`config.mk`:
```
export PLATFORM = sky130hd
export DESIGN_NAME = bmprd_back
export DESIGN_NICKNAME = d
export VERILOG_FILES = /design/src/rtl/bmprd_pkg.sv /design/src/rtl/bmprd_back.sv
export SDC_FILE = /design/constraint.sdc
export NUM_CORES = 1
export LEC_CHECK = 0
export BUFFER_PORTS_ARGS = -buffer_cell sky130_fd_sc_hd__clkbuf_2
export CAP_MARGIN = 20
export CORE_ASPECT_RATIO = 0.9
export CORE_UTILIZATION = 24
export CTS_BUF_LIST = sky130_fd_sc_hd__clkbuf_8
export DETAILED_ROUTE_END_ITERATION = 10
export HOLD_SLACK_MARGIN = 0.12
export PLACE_DENSITY_LB_ADDON = 0.25
export SLEW_MARGIN = 20
export SYNTH_ARGS = -nofsm -noshare
export SYNTH_HDL_FRONTEND = slang
export SYNTH_SLANG_ARGS = --single-unit
```
`constraint.sdc`:
```
create_clock -name clk -period 9.2 [get_ports clk]
set_input_delay 1.84 -clock clk [delete_from_list [all_inputs] [get_ports clk]]
set_output_delay 1.84 -clock clk [all_outputs]
set_load 0.005 [all_outputs]
```
`src/rtl/bmprd_pkg.sv`:
```
package bmprd_pkg;

  // configuration register indexes
  localparam logic [1:0] REG_WIDTH  = 2'd0;
  localparam logic [1:0] REG_HEIGHT = 2'd1;
  localparam logic [1:0] REG_FORMAT = 2'd2;

  // pixel format codes (code three decodes as 24 bpp)
  localparam logic [1:0] FMT_1BPP  = 2'd0;
  localparam logic [1:0] FMT_8BPP  = 2'd1;
  localparam logic [1:0] FMT_24BPP = 2'd2;

  // input word kinds (in_tuser)
  localparam logic KIND_PALETTE = 1'b0;
  localparam logic KIND_PIXEL   = 1'b1;

  localparam int CFG_W       = 13;
  localparam int IN_TDATA_W  = 48;
  localparam int OUT_TDATA_W = 56;

  // one decoded input byte: up to eight pixels sharing row and start column
  typedef struct packed {
    logic [31:0] color0;    // color for a clear bit (or the only color)
    logic [31:0] color1;    // color for a set bit, 1 bpp only
    logic [7:0]  bits;      // 1 bpp pixel bits, MSB first; zero otherwise
    logic [2:0]  cnt_m1;    // pixel count minus one
    logic [11:0] col;       // column of the first pixel
    logic [11:0] row;       // top-down row
    logic        done_last; // last pixel closes the image
  } px_word_t;

endpackage

```
`src/rtl/bmprd_back.sv`:
```
module bmprd_back (
  input  logic                               clk,
  input  logic                               rst_n,
  input  logic                               not_empty,
  input  bmprd_pkg::px_word_t                pop_word,
  output logic                               pop,
  output logic                               out_tvalid,
  input  logic                               out_tready,
  output logic [bmprd_pkg::OUT_TDATA_W-1:0]  out_tdata,
  output logic                               out_tlast,
  output logic                               out_tuser
);

  bmprd_pkg::px_word_t cur_r;
  logic       cur_valid_r, cur_valid_nxt;
  logic [2:0] k_r;
  logic       out_valid_r, out_valid_nxt;
  logic       adv, emit, last;
  logic [31:0] color;

  assign adv   = !out_valid_r || out_tready;
  assign emit  = adv && cur_valid_r;
  assign last  = (k_r == cur_r.cnt_m1);
  assign pop   = not_empty && (!cur_valid_r || (emit && last));
  // MSB first: pixel k takes bit 7-k
  assign color = cur_r.bits[~k_r] ? cur_r.color1 : cur_r.color0;

  always_comb begin
    cur_valid_nxt = cur_valid_r;
    if (emit && last) cur_valid_nxt = 1'b0;
    if (pop) cur_valid_nxt = 1'b1;
    out_valid_nxt = out_valid_r;
    if (out_tready) out_valid_nxt = 1'b0;
    if (emit) out_valid_nxt = 1'b1;
  end

  always_ff @(posedge clk) begin
    if (!rst_n) begin
      cur_valid_r <= 1'b0;
      out_valid_r <= 1'b0;
      k_r         <= 3'd0;
    end else begin
      cur_valid_r <= cur_valid_nxt;
      out_valid_r <= out_valid_nxt;
      if (pop) k_r <= 3'd0;
      else if (emit) k_r <= k_r + 3'd1;
    end
  end

  always_ff @(posedge clk) begin
    if (pop) cur_r <= pop_word;
    if (emit) begin
      out_tdata <= {cur_r.row, cur_r.col + 12'(k_r), color};
      out_tlast <= last;
      out_tuser <= last && cur_r.done_last;
    end
  end

  assign out_tvalid = out_valid_r;

endmodule

```
==> impl_results.md <==
- First-pass GRT wire length: 16,690 um
- Largest area contributor in the netlist: edfxtp_1
- Startpoint types: input pin
- Routed wl met2: 5355 um
- Largest net degree at the start of global routing: 58
- Hold Path Class: flip-flop to flip-flop
- Clk_lat worst skew: 0.44 ns
- Top sig layer: met4
- Post-synth EDFFs: 158
- Metal3 WL: 701 um
- Vias in the first global route: around 3,100
- GRT Total Usage: 0.09044
- Main area contributors after synthesis: edfxtp_1 81%, mux2_4 7.7%, dfxtp_1 1.7%
- Core Area: roughly 24,000 sq um
- Post-CTS Setup Inserts: 0
- # resized after CTS: 0
- Fmax: a little under 200 MHz
- Fin crit period: 5.149 ns
- Synth warnings: 0
- Row cnt: 53
- WL final: 11,160 um
- Initial core utilization: 0.2477
- Unrepaired setup endpoints after global routing: false
- First-pass DRT Iterations: 9
- CTS tree: done
- Num ports: 164
- Critical path class: input pin to output port
- Layout cells sized above 1: 0.5054
- Seq/Total Area, Yosys: 0.8284
- Pwr dens: just over 200 nW/um^2
- TritonCTS Sinks: 163
- HPWL Detailed: a little under 8000 um
- Post-synthesis register bit count: 163
- Ys flop type: edfxtp_1
- Die Y: 150.1 um
- Gr ovfl total: 0
- Rel. slew slack: 0.4891
- Clk slew on worst S/H paths: ~0.090 ns
- Antenna diode count: 0
- Syn nets: 374
- Placer congestion estimate: 0.7145
- Fin. Hold Viols: 0
- Final setup TNS: 0 ns
- Clock root buffer: clkbuf_8
- CTS Hold Buffers Added: 0
- Via density: roughly 3.8
- Port buffer count: 163
- Antenna Nets Post-Route: 0
- Peak supply drop: around 0.086 mV
- Final nets: 555
- CTS buffer count: 17
- CP max FO: 45
- Post-synth ARST share: 0
- Critical Path RT: 7.36 ns
- Placed inst area: 7022 sq um
- Max_cap viols: 0
- Via Count: 2,921
- CP arrival: approximately 3.3 ns
- Status: finished, violations left
- Synth cell count leaders: 158 x edfxtp_1, 30 x mux2_4, 8 x inv_1, 8 x xnor2_1, 7 x nand2_1
- # DRC: 11
- Leakage: 2.919 nW
- WL met1: 4934 um
- Share of the synthesized area in the top cell type: 0.8113
- DR iter-0 viols: around 180
- Final Setup Violations: 0
- Post-route cell area: 7413 sq um
- Die footprint: 25,000 sq um
- Failing checks: DRC
- Synth unique cells: 28
- Avg Synthesized Cell Area: 22.07 sq um
- H-Tree Depth: 4
- Die Wd: 166.5 um
- CTS max path bufs: 2
- Post-Syn Area: 5848 sq um
- Post-Syn Instances: 265
- Final worst-path cycle share: 0.5596
- Least-Margin Pin Slew: 0.7664 ns
- Initial antenna violation count: 0
- Worst setup EP type: output port
- Drt wl/cell: 14.66 um
- Layout area overhead: 26.77%
- Count leader, synth: edfxtp_1
- Clock Skew: approximately 0.0067 ns
- Max-slew violations: 0
[per-layer routing]
metal | GRT usage | vias to the layer above
met2 | 0.1473 | 105
met1 | 0.1078 | 1412
met5 | 0 | -
li1 | - | 1390
met4 | 0.03750 | 0
met3 | 0.03444 | 14
[critical path, stage by stage]
cell,delay [ns]
clkbuf_2,0.09
nor2b_1,0.05
o41a_1,0.42
nand2b_1,0.22
inv_4,0.48
clkbuf_2,0.22
[registers in the layout (all words and copies together) (netlist names)]
register / cells
cur_valid_r: 1
cur_r: 100
out_tvalid: 1
out_tuser: 1
out_tdata: 56
k_r: 3
out_tlast: 1
[through the flow]
| stage | std cells | power, W | setup slack [ns] | hold slack, ns | util |
|---|---|---|---|---|---|
| finish | 761 | 0.001526 | 4.051 | 0.4231 | 0.3140 |
| global route | 761 | 0.001597 | 3.956 | 0.4321 | 0.3140 |
| CTS | 761 | 0.001563 | 4.014 | 0.4265 | 0.3140 |
| detailed placement | 729 | 0.001032 | 4.001 | 0.4045 | 0.2974 |
| global placement | 729 | 0.001028 | 4.066 | 0.4007 | 0.2974 |
| floorplan | 265 | 0.0009721 | 2.934 | 0.4003 | - |
[cell families after synthesis]
kind of cell,count (synthesis),synth area share
AO/OA/AOI/OAI,8,0.01070
XOR/XNOR,14,0.02097
adder cells (fa/ha/maj),5,0.01198
buffers and inverters,12,0.01284
flip-flops,163,0.8284
multiplexers,38,0.09350
AND/OR/NAND/NOR,25,0.02161
[worst paths after layout]
path	from	cells after the start	slack (ns)	endpoint
max	out_tready	6	4.05	pop
min	cur_r[4]$_DFFE_PP_	0	0.42	out_tdata[47]$_DFFE_PP_
max reg2reg	k_r[0]$_SDFFE_PP0P_	5	6.24	cur_r[47]$_DFFE_PP_
min reg2reg	cur_r[4]$_DFFE_PP_	0	0.42	out_tdata[47]$_DFFE_PP_
[layout by cell type (no fill, tap or decap), types with 5 or more instances in the layout]
cell,count
nand2_1,7
mux2_4,30
clkbuf_8,17
inv_1,7
clkbuf_2,163
xnor2_1,8
xor2_1,6
dfxtp_1,5
edfxtp_1,158
[where the power goes]
part	leakage, nW	internal [W]	switching, W
Sequential	1.55	0.000875	0.0000157
Clock	0.190	0.000244	0.000273
Combinational	1.18	0.0000604	0.0000585
Total	2.92	0.00118	0.000348
[area by class of cell]
class	instances	area, sq um
clock inverters	15	157.7
multi-input cells	90	928.4
inverters	8	32.53
repair buffers	166	838.3
clock buffers	17	234.0
well taps	302	377.9
fillers	2326	16190
flip-flops and latches	163	4845
Note: power is estimated with default switching activity, not from simulation.
