==> src/rtl/bmprd_pkg.sv <==
package bmprd_pkg;

  // configuration register indexes
  localparam logic [1:0] REG_WIDTH  = 2'd0;
  localparam logic [1:0] REG_HEIGHT = 2'd1;
  localparam logic [1:0] REG_FORMAT = 2'd2;

  // pixel format codes (code three decodes as 24 bpp)
  localparam logic [1:0] FMT_1BPP  = 2'd0;
  localparam logic [1:0] FMT_8BPP  = 2'd1;
  localparam logic [1:0] FMT_24BPP = 2'd2;

  // input word kinds (in_tuser)
  localparam logic KIND_PALETTE = 1'b0;
  localparam logic KIND_PIXEL   = 1'b1;

  localparam int CFG_W       = 13;
  localparam int IN_TDATA_W  = 48;
  localparam int OUT_TDATA_W = 56;

  // one decoded input byte: up to eight pixels sharing row and start column
  typedef struct packed {
    logic [31:0] color0;    // color for a clear bit (or the only color)
    logic [31:0] color1;    // color for a set bit, 1 bpp only
    logic [7:0]  bits;      // 1 bpp pixel bits, MSB first; zero otherwise
    logic [2:0]  cnt_m1;    // pixel count minus one
    logic [11:0] col;       // column of the first pixel
    logic [11:0] row;       // top-down row
    logic        done_last; // last pixel closes the image
  } px_word_t;

endpackage

==> src/rtl/bmprd_fifo.sv <==
module bmprd_fifo (
  input  logic                clk,
  input  logic                rst_n,
  input  logic                push,
  input  bmprd_pkg::px_word_t push_word,
  output logic                ready,
  input  logic                pop,
  output logic                not_empty,
  output bmprd_pkg::px_word_t pop_word
);

  localparam int DEPTH = 4;
  localparam int AW    = $clog2(DEPTH);

  bmprd_pkg::px_word_t mem [DEPTH];
  logic [AW-1:0] wp_r, rp_r;
  logic [AW:0]   cnt_r, cnt_nxt;

  assign ready     = cnt_r != (AW+1)'(DEPTH);
  assign not_empty = cnt_r != '0;
  assign pop_word  = mem[rp_r];

  always_comb begin
    cnt_nxt = cnt_r;
    if (push && !pop) cnt_nxt = cnt_r + (AW+1)'(1);
    else if (pop && !push) cnt_nxt = cnt_r - (AW+1)'(1);
  end

  always_ff @(posedge clk) begin
    if (!rst_n) begin
      wp_r  <= '0;
      rp_r  <= '0;
      cnt_r <= '0;
    end else begin
      if (push) wp_r <= wp_r + AW'(1);
      if (pop) rp_r <= rp_r + AW'(1);
      cnt_r <= cnt_nxt;
    end
  end

  always_ff @(posedge clk) begin
    if (push) mem[wp_r] <= push_word;
  end

endmodule

==> config.mk <==
export PLATFORM = sky130hd
export DESIGN_NAME = bmprd_fifo
export DESIGN_NICKNAME = d
export VERILOG_FILES = /design/src/rtl/bmprd_pkg.sv /design/src/rtl/bmprd_fifo.sv
export SDC_FILE = /design/constraint.sdc
export NUM_CORES = 1
export LEC_CHECK = 0
export ABC_AREA = 1
export BUFFER_PORTS_ARGS = -buffer_cell sky130_fd_sc_hd__buf_4
export CAP_MARGIN = 30
export CORE_MARGIN = 1
export CORE_UTILIZATION = 50
export CTS_CLUSTER_SIZE = 20
export DETAILED_ROUTE_END_ITERATION = 10
export PLACE_DENSITY = 0.73
export SLEW_MARGIN = 5
export SYNTH_ARGS = -nofsm -noshare
export SYNTH_HDL_FRONTEND = slang
export SYNTH_SLANG_ARGS = --single-unit
==> constraint.sdc <==
create_clock -name clk -period 3.2 [get_ports clk]
set_clock_uncertainty 0.2 [all_clocks]
set_input_delay 0.32 -clock clk [delete_from_list [all_inputs] [get_ports clk]]
set_output_delay 0.32 -clock clk [all_outputs]
set_load 0.01 [all_outputs]
==> impl_results.html <==
<table>
<tr><th>Metric</th><th>Value</th></tr>
<tr><th colspan="2">Placement</th></tr>
<tr><td>Quantity of I/O buffers inserted on ports</td><td>205</td></tr>
<tr><td>DPL Wire Length</td><td>17790 µm</td></tr>
<tr><td>Final RePlAce weighted congestion</td><td>0.7281</td></tr>
<tr><td>Worst Setup Slack post-DPL</td><td>0.8880 ns</td></tr>
<tr><td>Area after DPL</td><td>0.01718 mm²</td></tr>
<tr><th colspan="2">Setup path</th></tr>
<tr><td>Cell occurring most often along the worst timing path</td><td>sky130_fd_sc_hd__buf_4</td></tr>
<tr><td>Crit path launch type</td><td>register</td></tr>
<tr><td>Worst setup path class</td><td>register to output port</td></tr>
<tr><td>CP arrival</td><td>2.37 ns</td></tr>
<tr><td>Worst stage delay on the critical path</td><td>0.57 ns</td></tr>
<tr><td>Required time at the endpoint of the critical path</td><td>2.68 ns</td></tr>
<tr><td>Combined buffer and inverter count along the critical path</td><td>2</td></tr>
<tr><td>Endpoint class of the critical path</td><td>output port</td></tr>
<tr><td>Worst path top cell family by delay</td><td>buffers and inverters</td></tr>
<tr><td>CP Cell Sequence</td><td>buf_4 -&gt; o21ai_0 -&gt; o22ai_1 -&gt; buf_4</td></tr>
<tr><td>Critical-path maximum fanout</td><td>64</td></tr>
<tr><td>Cell with the biggest individual delay on the critical path</td><td>sky130_fd_sc_hd__buf_4</td></tr>
<tr><th colspan="2">STA</th></tr>
<tr><td>Worst Hold Slack</td><td>0.2192 ns</td></tr>
<tr><td>Setup slack of the critical path after layout</td><td>0.3134 ns</td></tr>
<tr><td>Worst max-slew margin expressed relative to the limit</td><td>52.23%</td></tr>
<tr><td>RSZ-0062 raised after global routing</td><td>no</td></tr>
<tr><td>Slew at the pin closest to its max-slew limit</td><td>0.7165 ns</td></tr>
<tr><td>Setup Viol. Count Final</td><td>0</td></tr>
<tr><td>Fmax achieved</td><td>346.4 MHz</td></tr>
<tr><td>Pins over their slew limit</td><td>0</td></tr>
<tr><td>Fin crit share</td><td>90.21%</td></tr>
<tr><td>Final sum of negative setup slack</td><td>0 ns</td></tr>
<tr><td>Period minus WS final</td><td>2.887 ns</td></tr>
<tr><td>Final Hold Viols</td><td>0</td></tr>
<tr><th colspan="2">Global route</th></tr>
<tr><td>Aggregate global-route resource usage</td><td>20.95%</td></tr>
<tr><td>Number of global-route vias before repair</td><td>9444</td></tr>
<tr><td>Largest net degree at the start of global routing</td><td>97</td></tr>
<tr><td>Number of antenna violations at the first check in global routing</td><td>0</td></tr>
<tr><td>Remaining global-route overflow</td><td>0</td></tr>
<tr><td>First-pass GRT wire length</td><td>50630 µm</td></tr>
<tr><th colspan="2">Synthesis</th></tr>
<tr><td>Post-synthesis instance area</td><td>0.01540 mm²</td></tr>
<tr><td>Library cells used by synthesis</td><td>25</td></tr>
<tr><td>Instance count of the mapped netlist</td><td>1025</td></tr>
<tr><td>Post-synth net total</td><td>1135</td></tr>
<tr><td>Flip-flop and latch count after synthesis</td><td>409</td></tr>
<tr><td>Number of warnings issued by yosys</td><td>0</td></tr>
<tr><td>Sequential element share of the synthesized area</td><td>79.18%</td></tr>
<tr><td>Per-instance average area after synthesis</td><td>15.02 µm²</td></tr>
<tr><th colspan="2">Routing</th></tr>
<tr><td>Remaining antenna violation count</td><td>0</td></tr>
<tr><td>Number of design-rule violations left by the first detailed-router iteration</td><td>702</td></tr>
<tr><td>DRC violation count after routing</td><td>0</td></tr>
<tr><td>WL final</td><td>33170 µm</td></tr>
<tr><td>Average wire per standard cell</td><td>18.97 µm</td></tr>
<tr><td>Pre-Repair DR Iteration Count</td><td>5</td></tr>
<tr><td>Via-per-instance ratio</td><td>5.453</td></tr>
<tr><td>Count of vias placed by the detailed router</td><td>9538</td></tr>
<tr><th colspan="2">Pwr</th></tr>
<tr><td>Peak supply drop</td><td>590.5 µV</td></tr>
<tr><td>Cell leakage power</td><td>6.881 nW</td></tr>
<tr><td>Tot Pwr</td><td>11.99 mW</td></tr>
<tr><td>P per Cell Area</td><td>615.9 mW/mm²</td></tr>
<tr><th colspan="2">Job</th></tr>
<tr><td>Max-cap violations</td><td>0</td></tr>
<tr><th colspan="2">Finish</th></tr>
<tr><td>Filler Cell Count</td><td>2074</td></tr>
<tr><td>FF/Latch Area</td><td>0.01220 mm²</td></tr>
<tr><td>ANT cells</td><td>0</td></tr>
<tr><td>Area overhead of the layout relative to synthesis</td><td>26.47%</td></tr>
<tr><td>Layout cell share with drive strength beyond 1</td><td>21.63%</td></tr>
<tr><td>Final Cell Area</td><td>0.01947 mm²</td></tr>
<tr><td>Area of combinational cells with multiple inputs</td><td>0.002605 mm²</td></tr>
<tr><td>Number of nets in the layout</td><td>1439</td></tr>
<tr><th colspan="2">Die</th></tr>
<tr><td>I/O pin cnt</td><td>206</td></tr>
<tr><td>Y dimension of the die</td><td>177.5 µm</td></tr>
<tr><td>Core ar.</td><td>0.02995 mm²</td></tr>
<tr><td>Row Count</td><td>63</td></tr>
<tr><td>Die Area</td><td>0.03150 mm²</td></tr>
<tr><td>Horizontal die dimension</td><td>177.5 µm</td></tr>
<tr><td>Effective utilization at floorplan</td><td>51.40%</td></tr>
<tr><th colspan="2">CTS</th></tr>
<tr><td>Maximum buffer depth of the clock tree</td><td>3</td></tr>
<tr><td>Cts bufs inserted</td><td>41</td></tr>
<tr><td>TritonCTS clock tree</td><td>done</td></tr>
<tr><td>Clock Sinks</td><td>409</td></tr>
<tr><td>Setup fix buffers added after clock tree synthesis</td><td>0</td></tr>
<tr><td>Clk pin slew, worst setup/hold paths</td><td>0.06 ns</td></tr>
<tr><td>H-Tree Depth</td><td>2</td></tr>
<tr><td>CTS Root Buffer Type</td><td>sky130_fd_sc_hd__clkbuf_16</td></tr>
<tr><td>Worst skew pair latency</td><td>0.51 ns</td></tr>
<tr><td>Resize count post-CTS</td><td>0</td></tr>
<tr><th colspan="2">Outcome</th></tr>
<tr><td>Run status</td><td>complete, no violations</td></tr>
<tr><th colspan="2">Hold path</th></tr>
<tr><td>Worst hold path class</td><td>register to register</td></tr>
</table>
==> worst paths after layout <==
check,start,endpoint,slack (ns),cells past startpoint
worst max-delay path,register,pop_word[89],0.31,4
worst max register to register,wp_r[1]$_SDFFE_PN0P_,mem[1][97]$_DFFE_PP_,1.17,5
worst min register to register,rp_r[1]$_SDFFE_PN0P_,register,0.22,1
worst min-delay path,rp_r[1]$_SDFFE_PN0P_,register,0.22,1
==> power by group <==
part	internal, mW	switching, mW	total, mW
clock	2.61	1.88	4.50
sequential	6.12	0.0663	6.19
combinational	0.568	0.739	1.31
total	9.30	2.69	12.0
==> worst register-to-register path: stages (launching register included) <==
cell and delay, ns:
sky130_fd_sc_hd__dfxtp_1 0.33, sky130_fd_sc_hd__inv_1 0.11, sky130_fd_sc_hd__ha_1 0.15, sky130_fd_sc_hd__nand2_1 0.08, sky130_fd_sc_hd__inv_4 0.53, sky130_fd_sc_hd__buf_4 0.32
==> sequential cells by signal, indices dropped and copies added, names as in the netlist, named ones only <==
| name | flops |
|---|---|
| rp_r | 2 |
| mem | 400 |
| cnt_r | 3 |
| wp_r | 2 |
==> synthesized netlist by cell type (all sizes together) <==
cell type | n | area share, %
edfxtp | 400 | 78
o21ai | 206 | 6.8
nor2 | 203 | 5.0
o22ai | 100 | 4.1
buf | 33 | 2.5
clkbuf | 32 | 0.98
inv | 17 | 0.43
dfxtp | 9 | 1.2
nand2 | 9 | 0.22
a21oi | 5 | 0.16
ha | 5 | 0.41
nand3 | 3 | 0.097
clkinv | 1 | 0.024
fa | 1 | 0.13
nand4 | 1 | 0.041
==> layout by cell type, fill, tap and decap left out, types with 2 or more instances in the layout <==
| cell | count |
|---|---|
| sky130_fd_sc_hd__edfxtp_1 | 400 |
| sky130_fd_sc_hd__buf_4 | 213 |
| sky130_fd_sc_hd__nor2_1 | 202 |
| sky130_fd_sc_hd__o21ai_0 | 106 |
| sky130_fd_sc_hd__dlygate4sd3_1 | 103 |
| sky130_fd_sc_hd__o22ai_1 | 99 |
| sky130_fd_sc_hd__o21ai_1 | 96 |
| sky130_fd_sc_hd__clkbuf_16 | 43 |
| sky130_fd_sc_hd__inv_1 | 12 |
| sky130_fd_sc_hd__clkinv_2 | 10 |
| sky130_fd_sc_hd__buf_12 | 10 |
| sky130_fd_sc_hd__nand2_1 | 9 |
| sky130_fd_sc_hd__clkbuf_1 | 9 |
| sky130_fd_sc_hd__clkinv_1 | 7 |
| sky130_fd_sc_hd__dfxtp_1 | 7 |
| sky130_fd_sc_hd__a21oi_1 | 5 |
| sky130_fd_sc_hd__ha_1 | 5 |
| sky130_fd_sc_hd__o21ai_2 | 4 |
| sky130_fd_sc_hd__inv_4 | 4 |
| sky130_fd_sc_hd__nand3_1 | 3 |
| sky130_fd_sc_hd__inv_6 | 2 |
| sky130_fd_sc_hd__dfxtp_4 | 2 |
| sky130_fd_sc_hd__bufinv_16 | 2 |
==> metal layers <==
| layer | global-route usage [%] | share of wire, % | wire length [µm] | vias up |
|---|---|---|---|---|
| li1 | - | - | - | 4482 |
| met2 | 35.37 | 49 | 16320 | 358 |
| met3 | 4.284 | 7.1 | 2368 | 52 |
| met1 | 27.56 | 42 | 13810 | 4646 |
| met5 | 0 | 0 | 0 | - |
| met4 | 5.840 | 2.0 | 675 | 0 |
==> per-stage QoR <==
stage | cells | utilization, %
floorplan | 1025 | -
global placement | 1573 | 57.34
detailed placement | 1573 | 57.34
CTS | 1749 | 65.01
global route | 1749 | 65.01
finish | 1749 | 65.01
==> layout make-up <==
type / instances / area share [%]
clock inverters: 21 / 0.8032
multi-input cells: 533 / 13.38
inverters: 18 / 0.4305
repair buffers: 326 / 14.53
clock buffers: 52 / 5.699
well taps: 390 / 2.506
flip-flops and latches: 409 / 62.65
==> cells by family after synthesis <==
| group | count (synthesis) | share of synthesized area, % |
|---|---|---|
| DFF | 409 | 79.18 |
| AOI/OAI and AO/OA | 311 | 11.06 |
| and+or+nand+nor | 216 | 5.323 |
| buffers and inverters | 83 | 3.901 |
| adders and majority gates | 6 | 0.5363 |
==> repair_timing <==
item | CTS | global route
setup endpoints to repair | 0 | 0
hold buffers | 103 | 0
endpoints found under the hold margin | 409 | 0
Note: power is estimated with default switching activity, not from simulation.
